## src/hw/rtl/cagr_pkg.sv

```systemverilog
package cagr_pkg;

	localparam int COORD_BITS = 5;
	localparam int DIM_BITS   = 6;
	localparam int TURN_DEPTH = 64;
	localparam int TURN_BITS  = 6;

	localparam logic REG_GRID_WIDTH  = 1'b0;
	localparam logic REG_GRID_HEIGHT = 1'b1;

	localparam logic [1:0] KIND_EQUAL     = 2'd0;
	localparam logic [1:0] KIND_PATTERN   = 2'd1;
	localparam logic [1:0] KIND_BACKTRACE = 2'd2;

	typedef logic [COORD_BITS-1:0] coord_t;

	typedef struct packed {
		coord_t     sx;
		coord_t     sy;
		coord_t     dx;
		coord_t     dy;
		logic [1:0] kind;
	} job_t;

endpackage

```

## src/hw/rtl/cagr_front.sv

```systemverilog
module cagr_front #(
	parameter int MAX_COLUMNS = 32,
	parameter int MAX_ROWS    = 32
) (
	input  logic                              clk,
	input  logic                              arst_n,
	input  logic                              cfg_we,
	input  logic                              cfg_index,
	input  logic [cagr_pkg::DIM_BITS-1:0]     cfg_data,
	input  logic                              in_valid,
	output logic                              in_stall,
	input  cagr_pkg::coord_t                  src_x,
	input  cagr_pkg::coord_t                  src_y,
	input  cagr_pkg::coord_t                  dst_x,
	input  cagr_pkg::coord_t                  dst_y,
	input  logic                              box_clear,
	input  logic                              q_full,
	input  logic                              clearing,
	output logic                              push,
	output cagr_pkg::job_t                    push_job
);

	logic [cagr_pkg::DIM_BITS-1:0] grid_width_q;
	logic [cagr_pkg::DIM_BITS-1:0] grid_height_q;
	logic [8:0] gw;
	logic [8:0] gh;

	always_ff @(posedge clk or negedge arst_n) begin
		if (!arst_n) begin
			grid_width_q  <= 6'd32;
			grid_height_q <= 6'd32;
		end else if (cfg_we) begin
			case (cfg_index)
				cagr_pkg::REG_GRID_WIDTH:  grid_width_q  <= cfg_data;
				cagr_pkg::REG_GRID_HEIGHT: grid_height_q <= cfg_data;
				default: ;
			endcase
		end
	end

	function automatic logic [8:0] clamp_dim(input logic [5:0] v, input logic [8:0] maxv);
		logic [8:0] r;
		r = {3'b000, v};
		if (r == 9'd0) r = 9'd1;
		else if (r > maxv) r = maxv;
		return r;
	endfunction

	function automatic cagr_pkg::coord_t clamp_coord(input cagr_pkg::coord_t v,
			input logic [8:0] lim);
		logic [8:0] m;
		m = lim - 9'd1;
		return ({4'b0000, v} >= lim) ? m[4:0] : v;
	endfunction

	always_comb begin
		gw = clamp_dim(grid_width_q, 9'(MAX_COLUMNS));
		gh = clamp_dim(grid_height_q, 9'(MAX_ROWS));
		push_job.sx = clamp_coord(src_x, gw);
		push_job.sy = clamp_coord(src_y, gh);
		push_job.dx = clamp_coord(dst_x, gw);
		push_job.dy = clamp_coord(dst_y, gh);
		if (push_job.sx == push_job.dx && push_job.sy == push_job.dy)
			push_job.kind = cagr_pkg::KIND_EQUAL;
		else if (box_clear)
			push_job.kind = cagr_pkg::KIND_PATTERN;
		else
			push_job.kind = cagr_pkg::KIND_BACKTRACE;
	end

	assign in_stall = q_full | clearing;
	assign push     = in_valid & ~in_stall;

endmodule

```

## config.mk

```make
export PLATFORM = sky130hd
export DESIGN_NAME = cagr_front
export DESIGN_NICKNAME = d
export VERILOG_FILES = /design/src/hw/rtl/cagr_pkg.sv /design/src/hw/rtl/cagr_front.sv
export SDC_FILE = /design/constraint.sdc
export NUM_CORES = 1
export LEC_CHECK = 0
export ABC_AREA = 1
export BUFFER_PORTS_ARGS = -buffer_cell sky130_fd_sc_hd__buf_2
export CAP_MARGIN = 15
export CORE_ASPECT_RATIO = 0.8
export CORE_MARGIN = 1
export CORE_UTILIZATION = 45
export CTS_BUF_LIST = sky130_fd_sc_hd__clkbuf_16
export DETAILED_ROUTE_END_ITERATION = 8
export PLACE_DENSITY_LB_ADDON = 0.2
export SLEW_MARGIN = 20
export SYNTH_ARGS = -nofsm -noshare
export SYNTH_HDL_FRONTEND = slang
export SYNTH_SLANG_ARGS = --single-unit
```

## constraint.sdc

```tcl
create_clock -name clk -period 3.15 [get_ports clk]
set_input_delay 0.4725 -clock clk [delete_from_list [all_inputs] [get_ports clk]]
set_output_delay 0.4725 -clock clk [all_outputs]
set_load 0.02 [all_outputs]
```

# Word level (Yosys, flattened, before mapping)
# Cells that the tools add are included.
[word_totals] input_bits=34 register_bits=12 word_cells=31
[classes] bitwise=4 n_lt_le_gt_ge=6 n_addsub=2 n_mux=10 n_eq_ne=2 reduce_logical=5
[op_table] cell="greater-or-equal comparator 5 x 6 -> 1 bit" count=4
[op_table] cell="two-way mux 6 bit" count=4
[op_table] cell="two-way mux 5 bit" count=4
[op_table] cell="greater-than comparator 6 bit (second input constant)" count=2
[op_table] cell="zero test 6 bit" count=2
[op_table] cell="== test 5 bit" count=2
[op_table] cell="subtractor 5 x 1 -> 5 bit (second input constant)" count=2
[op_table] cell="two-way mux 2 bit" count=2
[op_table] cell="AND reduction 2 bit" count=2
[op_table] cell="inverter 1 bit" count=2
[op_table] cell="bitwise AND 1 bit" count=1
[op_table] cell="logical AND 1 bit" count=1
[op_table] cell="bitwise OR 1 bit" count=1

# Logic depth before layout (Yosys ltp)
[depth] depth_word=8 ltp_mapped=20 mapped_depth_nobuf=20

# Worst setup path after synthesis
# No wires, ideal clock.
[synth_path] path_kind="flip-flop to output port" start="reg grid_height_q[2] in the netlist's numbering" end="out push_job[1] in the netlist's numbering" arrival_time_ps=2381 required_ps=2677 n_path_buf=0 setup_slack_ps=296 path_stages_with_launch=17 cell_sequence="dfrtp_1 -> nor2_1 -> nand3_1 -> nand2_1 -> nand2_1 -> ha_1 -> inv_1 -> o21bai_1 -> nand2_1 -> nand3_2 -> o21ai_1 -> xnor2_1 -> nand2_1 -> nor2_2 -> nand3_2 -> nand2_1 -> inv_1"
[synth_rtl] item="start: declaration" line_no="cagr_front.sv:24" source="logic [cagr_pkg::DIM_BITS-1:0] grid_height_q;"
[synth_rtl] item="start signal: assignment" line_no="cagr_front.sv:35" source="cagr_pkg::REG_GRID_HEIGHT: grid_height_q <= cfg_data;"
[synth_rtl] item="end: declaration" line_no="cagr_front.sv:20" source="output cagr_pkg::job_t push_job"

==> results.cfg <==
[final_layout]
layout_commonest_cell = nand2_1
n_fill_cell = 355
final_area_um2 = 2710
final_cell_mix = 98 x nand2_1, 55 x buf_2, 48 x inv_1
num-nets-final = 450
insertedDiodeCount = 0
synthToLayoutAreaGrowth_pct = 44.4
drive_gt1_share_pct = 39.2
fin_util_pct = 69.3

[synthesis]
ys_types = 26
synth_seq_cells = 12
ys_warn_count = 0
seq_area_frac_synth_pct = 16.2
synth.top_cell.area_share_pct = 23.6
synth_area_leader_cell = nand2_1
avgSynthCellArea_um2 = 6.03
synth_area_um2 = 1870
synth.area.top_cells = nand2_1 24%, ha_1 15%, dfrtp_1 13%
synthCells = 311
synth-edff-count = 0
syn_nets = 367
synthFlopType = dfrtp_1
async_flop_share_pct = 100

[timing]
setup_ws_ns = -0.119
timing.final.crit_share_pct = 104
fin_crit_ns = 3.27
clock-skew-final_ns = 0
relSlewSlack_pct = 70.8
tns_ns = -0.230
maxSlewViolCount = 0
setup_viol = 2
hold_viol = 0
rsz0062_at_grt = true
worst_slew_pin_slew_ns = 0.434
fmax_mhz = 306

[pwr]
ir_drop_v = 0.000452
leakagePower_nw = 1.56
power_mw = 1.45
p_per_area_nw_per_um2 = 537

[cts]
cts_buffers = 3
clkLatencyLatePin_ns = 0.24
clock_path_buffers = 2
tritoncts = yes
clk_pin_slew_ns = 0.04
hold_buffers = 0
htreeDepth = 1
cts-root-buf = clkbuf_16
cts_sinks = 12

[place]
hpwl_um = 3970
port_buffers = 57
place_area_um2 = 2250
place_congestion = 0.878

[status]
status = finished, violations left
violations = setup timing

[detailed_routing]
num_vias = 2207
route.met2.wl_um = 2550
dr.pass1.iters = 4
wl_met3_um = 205
post-route-drc-count = 0
routed.top_layer = met4
routedWlPerCell_um = 12.2
viasPerCell = 4.93
drtIter0Drc = 112
m1WireLength_um = 2650
drt_wl_total_um = 5460
final_antenna_net_count = 0

[critical_path]
cp.required_ns = 2.68
slowest_stage = dfrtp_1
worstPathCellList = nor2_2 > nand3_2 > nand2_4 > nand2_4 > ha_2 > nand2_2 > nor2_2 > nand2_2 > nand3_4 > buf_6 > nand2_1 > nand2_1 > xnor2_1 > nand2_1 > nor2_2 > nand3_2 > nand2_1 > inv_1 > buf_6
critPathMaxFanout = 6
cp-end-kind = output pin
slowest_delay_ns = 0.40
worst_r2r_endpoint = grid_height_q[1]
arrival_ns = 2.80
critical_path.most_common_cell = nand2_1
r2r_start = grid_height_q[1]
start_kind = flip-flop
r2r_slack_ns = 2.29
crit_type = flip-flop to output pin
reg2regPathDepth = 3

[die]
die_area_um2 = 4430
core-area_um2 = 3900
ioPinCount = 58
start_util_pct = 48.0
die_h_um = 59.7
die-width_um = 74.2
num_rows = 20

[grt]
track_usage_pct = 23.9
overflow = 0
antenna_found_initial = 0
grt_pass1_vias = 1883
grt_pass1_wl_um = 8090
grt_max_degree = 13

[job]
max_cap_viol_count = 0

[min_path]
worstHoldPathType = input pin to async pin
-- how the worst max path moves through the flow --
stage	depth (start not counted)	end	slack [ns]	start
3_3_place_gp	19	push_job[1]	0.1	grid_height_q[2]
4_1_cts	22	push_job[0]	0.002	grid_width_q[2]
3_5_place_dp	18	push_job[0]	0.11	grid_height_q[2]
5_1_grt	19	push_job[1]	-0.26	grid_height_q[0]
6_report	19	push_job[1]	-0.12	grid_height_q[0]
2_1_floorplan	16	push_job[1]	0.30	grid_height_q[2]
-- routing by layer --
metal | GRT usage, % | up-vias
li1 | - | 1147
met5 | 0 | -
met2 | 39.7 | 62
met1 | 33.8 | 991
met4 | 5.49 | 0
met3 | 1.69 | 7
-- cells by family after synthesis --
group | share of synthesized area [%]
DFF | 16.2
AOI/OAI and AO/OA | 13.2
and+or+nand+nor | 41.3
buffers and inverters | 11.8
xor gates and xnor gates | 2.80
adders and majority gates | 14.7
-- where the power goes --
group          internal (mW)  leakage (nW)  total [mW]  switching [mW]
logic                  0.405          1.38        1.03           0.623
clock network          0.167        0.0385       0.229          0.0627
registers              0.177         0.145       0.198          0.0208
total                  0.748          1.56        1.45           0.706
-- Yosys cell counts (4+ instances only) --
cell type / number
inv_2: 4
ha_1: 22
o21ai_2: 6
nand3_1: 20
o21ai_0: 18
xnor2_1: 5
dfrtp_1: 10
nor2_1: 20
nand3_2: 4
nand2_1: 118
nand4_1: 6
or2_2: 4
inv_1: 52
o21bai_1: 4
-- cell type report --
cell class                      count  area (um^2)  share of cell area [%]
Timing Repair Buffer               78          470                    17.4
Clock inverter                      1         3.75                   0.139
Multi-Input combinational cell    242         1570                    58.1
Sequential cell                    12          303                    11.2
Tap cell                           55         68.8                    2.54
Inverter                           57          214                    7.91
Clock buffer                        3         75.1                    2.77
-- flip-flops by register name, indices dropped and copies added (netlist names) --
signal / count
grid_height_q: 6
grid_width_q: 6
-- timing repair --
action,in CTS,in global routing
resized for setup,20,43
gates cloned,1,1
buffers inserted,10,7
pin swaps,5,26
setup endpoints to repair,2,2
-- worst max-delay path, delay by kind of cell, from the launching register on --
family | cells | cell delay [ns]
simple gates | 14 | 1.39
xor+xnor | 1 | 0.13
fa+ha+maj | 1 | 0.33
buf+inv | 3 | 0.29
flops | 1 | 0.40
-- per-stage QoR --
step / hold WS [ns] / cells / setup WS [ns]
6_report: 0.0982 / 448 / -0.119
5_1_grt: 0.119 / 448 / -0.258
4_1_cts: 0.103 / 440 / 0.00221
3_5_place_dp: 0.356 / 425 / 0.110
3_3_place_gp: 0.357 / 425 / 0.0964
2_1_floorplan: 0.177 / 311 / 0.296
(Power assumes the default switching activity.)
