## src/hw/rtl/cagr_pkg.sv

```systemverilog
package cagr_pkg;

	localparam int COORD_BITS = 5;
	localparam int DIM_BITS   = 6;
	localparam int TURN_DEPTH = 64;
	localparam int TURN_BITS  = 6;

	localparam logic REG_GRID_WIDTH  = 1'b0;
	localparam logic REG_GRID_HEIGHT = 1'b1;

	localparam logic [1:0] KIND_EQUAL     = 2'd0;
	localparam logic [1:0] KIND_PATTERN   = 2'd1;
	localparam logic [1:0] KIND_BACKTRACE = 2'd2;

	typedef logic [COORD_BITS-1:0] coord_t;

	typedef struct packed {
		coord_t     sx;
		coord_t     sy;
		coord_t     dx;
		coord_t     dy;
		logic [1:0] kind;
	} job_t;

endpackage

```

## src/hw/rtl/cagr_queue.sv

```systemverilog
module cagr_queue (
	input  logic           clk,
	input  logic           arst_n,
	input  logic           push,
	input  cagr_pkg::job_t push_job,
	input  logic           pop,
	output cagr_pkg::job_t pop_job,
	output logic           full,
	output logic           empty
);

	cagr_pkg::job_t entry_q [2];
	logic       wr_ptr_q;
	logic       rd_ptr_q;
	logic [1:0] count_q;

	always_ff @(posedge clk or negedge arst_n) begin
		if (!arst_n) begin
			wr_ptr_q <= 1'b0;
			rd_ptr_q <= 1'b0;
			count_q  <= 2'd0;
		end else begin
			if (push) wr_ptr_q <= ~wr_ptr_q;
			if (pop) rd_ptr_q <= ~rd_ptr_q;
			if (push && !pop) count_q <= count_q + 2'd1;
			else if (pop && !push) count_q <= count_q - 2'd1;
		end
	end

	always_ff @(posedge clk) begin
		if (push) entry_q[wr_ptr_q] <= push_job;
	end

	assign pop_job = entry_q[rd_ptr_q];
	assign full    = (count_q == 2'd2);
	assign empty   = (count_q == 2'd0);

endmodule

```

## config.mk

```make
export PLATFORM = sky130hd
export DESIGN_NAME = cagr_queue
export DESIGN_NICKNAME = d
export VERILOG_FILES = /design/src/hw/rtl/cagr_pkg.sv /design/src/hw/rtl/cagr_queue.sv
export SDC_FILE = /design/constraint.sdc
export NUM_CORES = 1
export LEC_CHECK = 0
export BUFFER_PORTS_ARGS = -buffer_cell sky130_fd_sc_hd__buf_2
export CAP_MARGIN = 20
export CORE_MARGIN = 10
export CORE_UTILIZATION = 38
export CTS_CLUSTER_DIAMETER = 50
export DETAILED_ROUTE_END_ITERATION = 16
export PLACE_DENSITY_LB_ADDON = 0.12
export SYNTH_ARGS = -nofsm -noshare
export SYNTH_HDL_FRONTEND = slang
export SYNTH_SLANG_ARGS = --single-unit
```

## constraint.sdc

```tcl
create_clock -name clk -period 3.1 [get_ports clk]
set_input_delay 0.155 -clock clk [delete_from_list [all_inputs] [get_ports clk]]
set_output_delay 0.155 -clock clk [all_outputs]
set_load 0.02 [all_outputs]
```

; Yosys cells after proc, flatten, opt, wreduce, memory -nomap -nowiden
; Memory sizes are Yosys's and may differ from the RTL's.
; Cells that the tools add are included.
[op_classes]
n_addsub = 2
n_eq_ne = 1
mux = 4
bitwise_logic = 2
reduce_logical = 6
[ops]
columns = operator, count
row1 = 2-bit two-way mux, 2
row2 = 2-bit by 1-bit adder with 2-bit output (second input constant), 1
row3 = 2-bit == test (second input constant), 1
row4 = 1-bit logical AND, 2
row5 = 1-bit zero test, 2
row6 = 2-bit zero test, 1
row7 = 1-bit two-way mux, 2
row8 = 1-bit NOT, 2
row9 = 2-bit nonzero test, 1
row10 = 2-bit by 1-bit subtractor with 2-bit output (second input constant), 1
[word_totals]
ff_bits = 4
ramBits = 44
inputBits = 26
word_cells = 19
n_memories = 1
[memory_table]
columns = name, words, width, rd, rd_clocked_by_memory_dff, wr, line_no
row1 = entry_q, 2, 22, 1, 0, 1, cagr_queue.sv:12  ; cagr_pkg::job_t entry_q [2];

; Longest topological paths before layout
; Gate-level depths: netlist of the first run.
[depth]
ltp_word = 4
ltp_mapped = 5
ltp_nobuf = 5

; Worst setup path after synthesis of the first run
; No wires, ideal clock.
[synth_path]
kind = register to register
start = register wr_ptr_q
end = memory entry_q[0][0] (netlist name), enable pin
setup_ps = 403
arrival_time_ps = 1402
required_ps = 2697
setup_slack_ps = 1294
path_stages_with_launch = 2
cell_sequence = dfrtp_1 > nor2b_1
[synth_lines]
columns = element, line_no
row1 = from (decl), cagr_queue.sv:13  ; logic wr_ptr_q;
row2 = from (signal assigned), cagr_queue.sv:23  ; if (push) wr_ptr_q <= ~wr_ptr_q;
row3 = to (decl), cagr_queue.sv:12
; Straight into the memory's write port.

==> reports/results.txt, run 1 <==
Critical path origin -> rd_ptr_q
global routing's busiest layer -> met2
RSZ-0062 raised after global routing -> no
yosys warns -> 0
Avg Inst Size Synth -> 21.2 µm²
Post-DP Area -> 0.00208 mm²
antenna cells -> 0
Die Height -> 88.4 µm
max-slew violation count -> 0
post-synth cell types -> 11
Routed WL -> 3260 µm
largest net degree at the start of global routing -> 24
final hold vios -> 0
register area share after synthesis -> 79.9%
DR WL/cell -> 16.8 µm
worst skew pair latency -> 300 ps
Post-Syn Area -> 0.00178 mm²
Synth Register Bits -> 48
Tcrit/Tclk final -> 65.5%
filler cell count -> 406
data required time of the critical path -> 2940 ps
overall power -> 1.94 mW
DP HPWL -> 2300 µm
antenna violations before repair -> 0
Ports -> 50
worst hold path type -> in2reg
DIE AREA -> 0.00781 mm²
final net count -> 168
global-route track usage on met3 -> 5.70%
fin crit period -> 2030 ps
Initial DRC Count -> 82
worst slack, placed -> 1340 ps
die width -> 88.4 µm
Max Clock Freq -> 492 MHz
Routability Congestion -> 0.664
commonest non-fill, non-tap cell in the layout -> buf_2
Hold Crit Start -> push_job[2]
met2 usage -> 15.1%
Cell Rows -> 24
most frequent cells in the layout -> buf_2 (49), edfxtp_1 (44), mux2_2 (22)
# DRC -> 0
Lkg Pwr -> 0.850 nW
vias in the first global route -> 1038
clock buffer depth -> 2
critical path class -> reg2out
htree depth -> 2
Worst-path clk slew -> 90 ps
CTS tree -> done
worst slew pin tran -> 960 ps
total number of vias -> 892
Max-slew headroom -> 36.0%
met1 Resource Use GR -> 8.46%
worst reg2reg path startpoint -> wr_ptr_q
Final Skew -> 5.51 ps
critical path capture point type -> primary output
# setup viols final -> 0
status -> completed
critical path fanouts, max -> 23
Setup TNS Final -> 0 ps
CP Launch Type -> register
Starting Density -> 40.0%
core area -> 0.00444 mm²
post-synthesis cell count -> 84
GRT Residual Overflow -> 0
Final Cell Area -> 0.00219 mm²
syn nets -> 111
first-pass GRT wire length -> 5110 µm
final worst setup slack -> 1070 ps
Peak VDD IR -> 0.416 mV
input/output buffers -> 49
ANT nets after route -> 0
postcts setup bufs -> 0
TritonCTS Buffers -> 5
post-CTS sizing -> 0
max-cap viol count -> 0
Layout area overhead -> 23.1%
Pre-antenna DRT Iters -> 4
CP arrival -> 1880 ps
Overall Global Routing Usage -> 8.90%
share of layout cells above drive strength 1 -> 57.7%
pwr dens -> 886 mW/mm²
clock tree sinks -> 48
CTS Root Cell -> clkbuf_8
Via density -> 4.60
==> cell type report <==
type                       instances  area [µm²]  share of cell area [%]
clock buffer                       5        68.8                    3.14
clock inverter                     3        18.8                   0.858
inverter                           1        3.75                   0.172
multi-input combinational         33         333                    15.2
sequential                        48        1420                    65.0
tap                               52        65.1                    2.97
timing repair buffer              52         278                    12.7
==> registers in the layout (all words and copies together), names as in the netlist <==
| signal | flops |
|---|---|
| wr_ptr_q | 1 |
| rd_ptr_q | 1 |
| count_q | 2 |
| entry_q | 44 |
==> kinds of logic (layout without fill, tap and decap cells) <==
family	Yosys count	count (layout)	share of synthesized area, %
AND/OR/NAND/NOR	5	5	1.48
multiplexers	22	22	13.9
adder cells (fa/ha/maj)	1	1	0.704
XOR/XNOR	5	5	2.46
buffers and inverters	3	61	1.48
flip-flops	48	48	79.9
==> path summary, 6_finish.rpt <==
kind / endpoint / slack [ps] / cells past startpoint
max: pop_job[0] / 1070 / 2
min: entry_q[1][2] / 40 / 1
max reg2reg: entry_q[1][3] / 1670 / 2
min reg2reg: count_q[1] / 490 / 1
max in group asynchronous: wr_ptr_q / 2800 / 2
min in group asynchronous: rd_ptr_q / 180 / 2
==> critical path: stages, from the launching register on <==
cell	delay, ps
dfrtp_1	980
mux2_2	430
buf_2	160
==> per-stage QoR <==
| step | cells | hold slack, ps | utilization (%) |
|---|---|---|---|
| 6_report | 194 | 41.2 | 49.2 |
| 5_1_grt | 194 | 13.2 | 49.2 |
| 4_1_cts | 193 | 32.6 | 48.9 |
| 3_5_place_dp | 184 | -32.9 | 46.7 |
| 3_3_place_gp | 184 | -38.6 | 46.7 |
| 2_1_floorplan | 84 | -141 | - |
==> Yosys cell counts (all sizes together) <==
cell type  count  area, µm²
xnor2          1       8.76
dfrtp          4        100
xor2           4       35.0
edfxtp        44       1320
inv            1       3.75
buf            2       22.5
nor2b          2       12.5
ha             1       12.5
nor2           2       7.51
mux2          22        248
and2           1       6.26
==> repair_timing <==
action                                 in CTS  in global routing
endpoints found under the hold margin       4                  0
hold buffers                                1                  0
setup endpoints to repair                   0                  0
==> per-layer routing <==
layer | wire length, µm | share of wire (%)
met1 | 1180 | 36
met2 | 1690 | 52
met3 | 342 | 11
met4 | 43 | 1.3
met5 | 0 | 0
==> report_power, final <==
part / leakage (nW) / switching [mW] / internal [mW]
Clock: 0.0479 / 0.199 / 0.157
Sequential: 0.460 / 0.101 / 0.864
Combinational: 0.343 / 0.347 / 0.272
Power figures use the tool's default switching activity.
==> inputs of run 2 (changes only) <==
==> constraint.sdc (replaced) <==
create_clock -name clk -period 1.95 [get_ports clk]
set_input_delay 0.0975 -clock clk [delete_from_list [all_inputs] [get_ports clk]]
set_output_delay 0.0975 -clock clk [all_outputs]
set_load 0.02 [all_outputs]
==> reports/results.txt, run 2 (synthesis gave the netlist of run 1 again) <==
status -> completed
crit-path max cell delay -> 370 ps
CTS tree -> done
max FFs per register -> 44
fin util -> 54.7%
die width -> 88.4 µm
DR WL/cell -> 15.5 µm
Routed WL -> 3410 µm
Reg2Reg Depth -> 2
total number of vias -> 1002
Hold Crit Start -> push
largest net degree at the start of global routing -> 16
Max Clock Freq -> 675 MHz
CP arrival -> 1380 ps
hold path depth -> 2
Max-slew headroom -> 73.9%
fin crit period -> 1480 ps
Via density -> 4.55
DP HPWL -> 2430 µm
Cell Rows -> 24
biggest regs -> entry_q: 44 flops, count_q: 2 flops
max-cap viol count -> 0
CTS Root Cell -> clkbuf_8
Tcrit/Tclk final -> 76.0%
commonest non-fill, non-tap cell in the layout -> buf_2
final hold vios -> 0
input/output buffers -> 49
ANT nets after route -> 0
final net count -> 195
Peak VDD IR -> 0.654 mV
critical path class -> reg2out
Hold Path End -> wr_ptr_q
critical path cell sequence -> buf_4 -> mux2_2 -> buf_2
htree depth -> 2
RSZ-0062 raised after global routing -> no
first-pass GRT wire length -> 5660 µm
GRT Residual Overflow -> 0
critical path fanouts, max -> 13
Worst-path clk slew -> 70 ps
reg2reg setup slack -> 630 ps
worst slew pin tran -> 391 ps
Final Skew -> 10.2 ps
# setup viols final -> 0
TritonCTS Buffers -> 5
worst skew pair latency -> 290 ps
Setup TNS Final -> 0 ps
most frequent cells in the layout -> buf_2 (49), edfxtp_1 (44), dlygate4sd3_1 (24)
# DRC -> 0
worst hold path type -> in2reg
Routability Congestion -> 0.650
CP Launch Type -> register
filler cell count -> 361
critical path capture point type -> primary output
max-slew violation count -> 0
Starting Density -> 40.0%
Overall Global Routing Usage -> 9.45%
worst reg2reg path startpoint -> wr_ptr_q
data required time of the critical path -> 1850 ps
DIE AREA -> 0.00781 mm²
vias in the first global route -> 1181
antenna violations before repair -> 0
clock tree sinks -> 48
Slowest cell on crit path -> mux2_2
pwr dens -> 1290 mW/mm²
Die Height -> 88.4 µm
share of layout cells above drive strength 1 -> 50.0%
clock buffer depth -> 2
Layout area overhead -> 36.7%
antenna cells -> 0
Initial DRC Count -> 57
Ports -> 50
core area -> 0.00444 mm²
terminus of the critical flop-to-flop path -> entry_q[1][10]
Lkg Pwr -> 0.957 nW
Biggest register -> entry_q
Pre-antenna DRT Iters -> 4
run 2: changes by cell type in the layout (fill, tap and decap cells not counted):
cell           change
buf_4              +5
buf_8              -1
dlygate4sd3_1     +23
clkinv_2           -1
clkinv_4           -1
clkbuf_1           +1
run 2: layout make-up:
type / count / area [µm²] / area share [%]
inverters: 1 / 3.75 / 0.154
multi-input cells: 33 / 333 / 13.7
repair buffers: 79 / 531 / 21.8
well taps: 52 / 65.1 / 2.68
clock buffers: 6 / 72.6 / 2.99
flip-flops and latches: 48 / 1420 / 58.5
clock inverters: 1 / 5.00 / 0.206
run 2: how the worst max path moves through the flow:
stage	from	to	slack (ps)
after floorplan	wr_ptr_q	entry_q[0][0]	140
after global placement	wr_ptr_q	entry_q[1][7]	650
after detailed placement	wr_ptr_q	entry_q[1][4]	640
after CTS	rd_ptr_q	pop_job[8]	440
after global routing	rd_ptr_q	pop_job[8]	380
final	rd_ptr_q	pop_job[8]	470
run 2: per-layer routing:
metal / vias to the layer above / GRT usage, % / routed length [µm]
met5: - / 0 / 0
met4: 0 / 3.38 / 46
met3: 6 / 5.42 / 367
met2: 34 / 15.9 / 1710
met1: 476 / 9.65 / 1290
li1: 486 / - / -
run 2: repair_timing:
item | in CTS | in global routing
endpoints found under the setup margin | 0 | 0
hold endpoints to repair | 49 | 0
hold buffers | 24 | 0
gates resized for setup | 0 | 0
buffers inserted | 0 | 0
run 2: power breakdown:
group	switching (mW)	total, mW	internal [mW]
Combinational	0.651	1.14	0.492
Clock	0.295	0.539	0.244
Sequential	0.0737	1.45	1.37
Total	1.02	3.13	2.11
run 2: worst max-delay path: cells and delay by family (launching register included):
family,cells,cell delay (ps)
buffers and inverters,2,380
multiplexers,1,370
flip-flops,1,350
run 2: through the flow:
| stage | worst slack [ps] | power, mW | instances | hold WS [ps] | area [µm²] |
|---|---|---|---|---|---|
| detailed placement | 640 | 2.61 | 189 | -95.3 | 2110 |
| global route | 383 | 3.32 | 220 | 33.5 | 2430 |
| floorplan | 144 | 2.23 | 84 | -198 | 1780 |
| global placement | 649 | 2.58 | 189 | -96.5 | 2110 |
| finish | 468 | 3.13 | 220 | 36.5 | 2430 |
| CTS | 440 | 3.19 | 220 | 28.5 | 2430 |
